$ cat config.mk
export PLATFORM = sky130hd
export DESIGN_NAME = frti_ram
export DESIGN_NICKNAME = d
export VERILOG_FILES = /design/src/hdl/frti_ram.sv
export SDC_FILE = /design/constraint.sdc
export NUM_CORES = 2
export LEC_CHECK = 0
export BUFFER_PORTS_ARGS = -buffer_cell sky130_fd_sc_hd__buf_2
export CAP_MARGIN = 30
export CORE_MARGIN = 3
export CORE_UTILIZATION = 45
export CTS_CLUSTER_SIZE = 12
export DETAILED_ROUTE_END_ITERATION = 8
export PLACE_DENSITY = 0.56
export SLEW_MARGIN = 10
export SYNTH_ARGS = -nofsm -noshare
export SYNTH_HDL_FRONTEND = slang
export SYNTH_SLANG_ARGS = --single-unit
$ cat constraint.sdc
create_clock -name clk -period 3.6 [get_ports clk]
set_clock_uncertainty 0.2 [all_clocks]
set_input_delay 0.36 -clock clk [delete_from_list [all_inputs] [get_ports clk]]
set_output_delay 0.36 -clock clk [all_outputs]
set_load 0.01 [all_outputs]
$ cat src/hdl/frti_ram.sv
module frti_ram #(
  parameter int WIDTH = 16,
  parameter int DEPTH = 256
) (
  input  logic                     clk,
  input  logic                     we,
  input  logic [$clog2(DEPTH)-1:0] waddr,
  input  logic [WIDTH-1:0]         wdata,
  input  logic [$clog2(DEPTH)-1:0] raddr,
  output logic [WIDTH-1:0]         rdata
);

  logic [WIDTH-1:0] mem [0:DEPTH-1];

  always_ff @(posedge clk) begin
    if (we) begin
      mem[waddr] <= wdata;
    end
    rdata <= mem[raddr];
  end

endmodule

# == Word level (Yosys, flattened, before mapping) ==
# Memories as Yosys holds them, arrays and structs flattened. A register that Yosys moved wholly into a read port is not among the register bits.
# Index checks and enable logic that the tools add are counted.
# classes
mux,2
# op_table
operator,n
$mux 1,2
# word_totals
ff_bits,0
mem_bits_rw,4096
in_bits,34
out_inout_bits,16
wordCells,3
n_memories,1
# mem_list
name,depth,width,read_ports,rd_clocked_by_memory_dff,wr,line_no,rtl
mem,256,16,1,1,1,13,logic [WIDTH-1:0] mem [0:DEPTH-1];

# == Logic depth before layout (Yosys ltp) ==
# depth
word_depth,2
mapped_depth,12
mapped_depth_nobuf,6

# == Worst setup path before layout ==
# No wires, ideal clock.
# synth_timing
path_type,in2reg
from,in waddr[3]
to,"mem mem[235][0], enable pin"
setup_time_ns,0.388
arrival_ns,2.137
t_required_ns,3.012
setup_slack_ns,0.875
cell_stages,6
cell_sequence,clkbuf_1 nor2b_1 clkbuf_1 nand4_1 clkbuf_1 nor2_1
# synth_rtl
item,line_no,rtl
"start, declared",7,"input logic [$clog2(DEPTH)-1:0] waddr,"
"end, declared",13,
# No word-level cell before the write port.

==> impl_metrics.py <==
metrics = {
    "global_routing": {
        "grt_pass1_wl_um": 615400,
        "grt_max_degree": 107,
        "overflow": 0,
        "antenna_found_initial": 31,
        "grt_usage_pct": 24.21,
        "grt_pass1_vias": 79272,
    },
    "pwr": {
        "pwr_density_cell_mw_per_mm2": 542.8,
        "leakage_nw": 58.43,
        "peakVddDrop_uv": 428.6,
    },
    "die": {
        "fp-row-count": 217,
        "initial_core_util_pct": 45.31,
        "die_w_um": 599.9,
        "core_area_mm2": 0.3502,
        "io-pin-count": 50,
        "die_area_mm2": 0.3599,
        "die_h_um": 599.9,
    },
    "critical_path": {
        "ff2ff_path_depth": 6,
        "end_kind": "flip-flop",
        "crit_slowest_cell": "o32ai_1",
        "critPathRequiredTime_ns": 4.25,
        "path_delay_family": "compound AO/OA/AOI/OAI gates",
        "cp_num_buf_inv": 1,
        "r2r-end": "rdata[6]",
        "critPathKind": "reg -> reg",
        "reg2reg_from": "mem[55][6]",
        "startpoint_type": "flip-flop",
        "critPathMaxStageDelay_ns": 0.82,
        "cp_common_cell": "mux4_2",
        "critical_path_peak_fanout": 1,
        "arrival_ns": 3.91,
        "worstPathCellList": "mux4_2 -> mux4_2 -> a22o_1 -> o32ai_1 -> buf_4 -> nor4_1",
        "r2r_slack_ns": 0.34,
        "setup.worst_path.start": "mem[55][6]",
    },
    "yosys": {
        "seq_area_frac_synth_pct": 77.70,
        "synth_edf_count": 4096,
        "synthCells": 7360,
        "ys_types": 52,
        "synth.avg_cell_area_um2": 21.56,
        "synth_ff_type": "edfxtp_1",
        "async_flop_share_pct": 0,
        "yosysWarnings": 0,
        "synth_seq_cells": 4112,
        "postSynthNetCount": 7394,
        "ys_top_cells_by_area": "edfxtp_1, mux4_2, mux2i_1",
        "post-synth-top-area-cell": "edfxtp_1",
        "synth_top_area_share_pct": 77.50,
        "netlist_area_mm2": 0.1587,
    },
    "clock_network": {
        "cts_buffer_depth": 4,
        "cts_root_buffer": "clkbuf_16",
        "htree_levels": 5,
        "cts_tree": "yes",
        "insertion_delay_ns": 0.96,
        "cts.sink_count": 4112,
        "cts_setup_buffers": 0,
        "numCtsBuffers": 428,
        "clk_pin_slew_ns": 0.06,
        "cts.repair.resized": 0,
    },
    "sta": {
        "drv_slew": 0,
        "finalHoldViolCount": 0,
        "grt_setup_unrepaired": "false",
        "fmax_mhz": 306.5,
        "tns_ns": 0,
        "slew_headroom_pct": 14.22,
        "setup_violations": 0,
        "period_needed_ns": 3.262,
        "period_share_pct": 90.61,
        "worst_slew_pin_slew_ns": 1.287,
    },
    "finish": {
        "area_growth_pct": 15.13,
        "final.fill_count": 27356,
        "fin_nets": 8177,
        "most-common-layout-cells": "edfxtp_1, mux4_2, buf_4, mux2i_1, clkbuf_16",
        "utilization_pct": 52.17,
        "final_area_mm2": 0.1827,
        "layout_commonest_cell": "edfxtp_1",
        "drive_above_1_share_pct": 27.91,
    },
    "job": {
        "maxCapViolCount": 0,
    },
    "route": {
        "drc": 0,
        "dr.pass1.iters": 7,
        "finalWirelength_um": 436700,
        "final_antenna_net_count": 0,
        "drt-initial-drc-count": 9816,
        "vias": 79827,
        "vias_per_cell": 6.108,
        "wl_per_cell_um": 33.41,
    },
    "min_path": {
        "hold_path.class": "in -> reg",
        "holdPathEnd": "mem[235][0]",
        "hold_depth": 4,
        "hold_path_startpoint": "waddr[6]",
    },
    "placed_design": {
        "post_dp_cell_area_mm2": 0.1697,
        "routabilityCongestion": 0.8894,
        "dpl.hpwl_um": 267900,
        "port_buffers": 49,
    },
    "status": {
        "status": "finished, final reports clean",
    },
}
[Yosys cell counts, types with 3 or more instances]
cell type,n
a22o_1,32
nand2_1,38
mux2_2,88
mux4_2,797
mux2i_1,565
nand4_1,26
a211oi_1,18
nand4b_1,3
a221oi_1,28
and3_1,11
nor2b_1,9
nor4_1,17
o31ai_1,16
o22ai_1,148
clkbuf_1,230
buf_2,76
buf_8,11
o32ai_1,20
buf_12,5
a2111oi_0,6
a31oi_1,6
buf_6,77
edfxtp_1,4096
a21oi_1,175
a22oi_1,43
dfxtp_1,16
nor2_1,304
buf_4,26
nor3_1,92
nand3_1,35
o221ai_1,252
nand2b_1,3
buf_1,27
or2_2,4
inv_1,3
o21ai_0,37
[state kept, by name (all words and copies together) (netlist names)]
register  count
rdata        16
mem        4096
[stage by stage]
step / hold slack [ns] / setup slack, ns / instances / total power [mW]
final: 0.09808 / 0.3379 / 13070 / 99.18
after detailed placement: 0.6092 / -0.6811 / 12292 / 59.29
after global routing: 0.03907 / 0.3509 / 13066 / 102.1
after CTS: 0.004594 / 0.3574 / 13060 / 99.99
after global placement: 0.6098 / -0.7382 / 12290 / 59.21
after floorplan: 0.2589 / 0.8750 / 7360 / 56.45
[logic make-up after synthesis]
family / synth area share, %
multiplexers: 15.50
AND/OR/NAND/NOR: 1.574
buffers and inverters: 1.693
flip-flops: 77.70
AO/OA/AOI/OAI: 3.537
[per-layer routing]
metal	global-route usage, %	wire, µm	up-vias
met5	0	47	-
met2	38.15	208200	3296
li1	-	-	32895
met3	4.425	35250	597
met4	6.542	12610	6
met1	34.95	180600	43033
[power breakdown]
part	internal (mW)	total, mW	switching, mW
combinational	1.95	5.40	3.45
clock	23.0	40.9	17.9
sequential	52.8	52.9	0.0897
[timing repair]
| action | CTS | global route |
|---|---|---|
| endpoints found under the hold margin | 2157 | 0 |
| hold buffers | 18 | 0 |
| endpoints found under the setup margin | 0 | 0 |
[worst min-delay path, cell delays in order]
cell and delay, ns:
buf_2 0.19, nand3_1 0.11, buf_4 0.28, nor2_1 0.10
[final cells by class]
type	count	area [µm²]	share of cell area, %
clock buffers	566	11380	6.226
flip-flops and latches	4112	123300	67.49
multi-input cells	2792	33120	18.12
inverters	4	27.53	0.01506
clock inverters	184	1391	0.7614
diodes	8	20.02	0.01096
repair buffers	805	7717	4.224
well taps	4599	5754	3.149
[worst max path at each step]
stage | end | slack (ns) | cells after the start
after CTS | rdata[6] | 0.36 | 6
after detailed placement | rdata[9] | -0.68 | 11
after floorplan | mem[235][0] | 0.87 | 6
final | rdata[6] | 0.34 | 6
after global routing | rdata[9] | 0.35 | 8
after global placement | rdata[9] | -0.74 | 8
No activity file was read; power rests on OpenSTA's default activity.
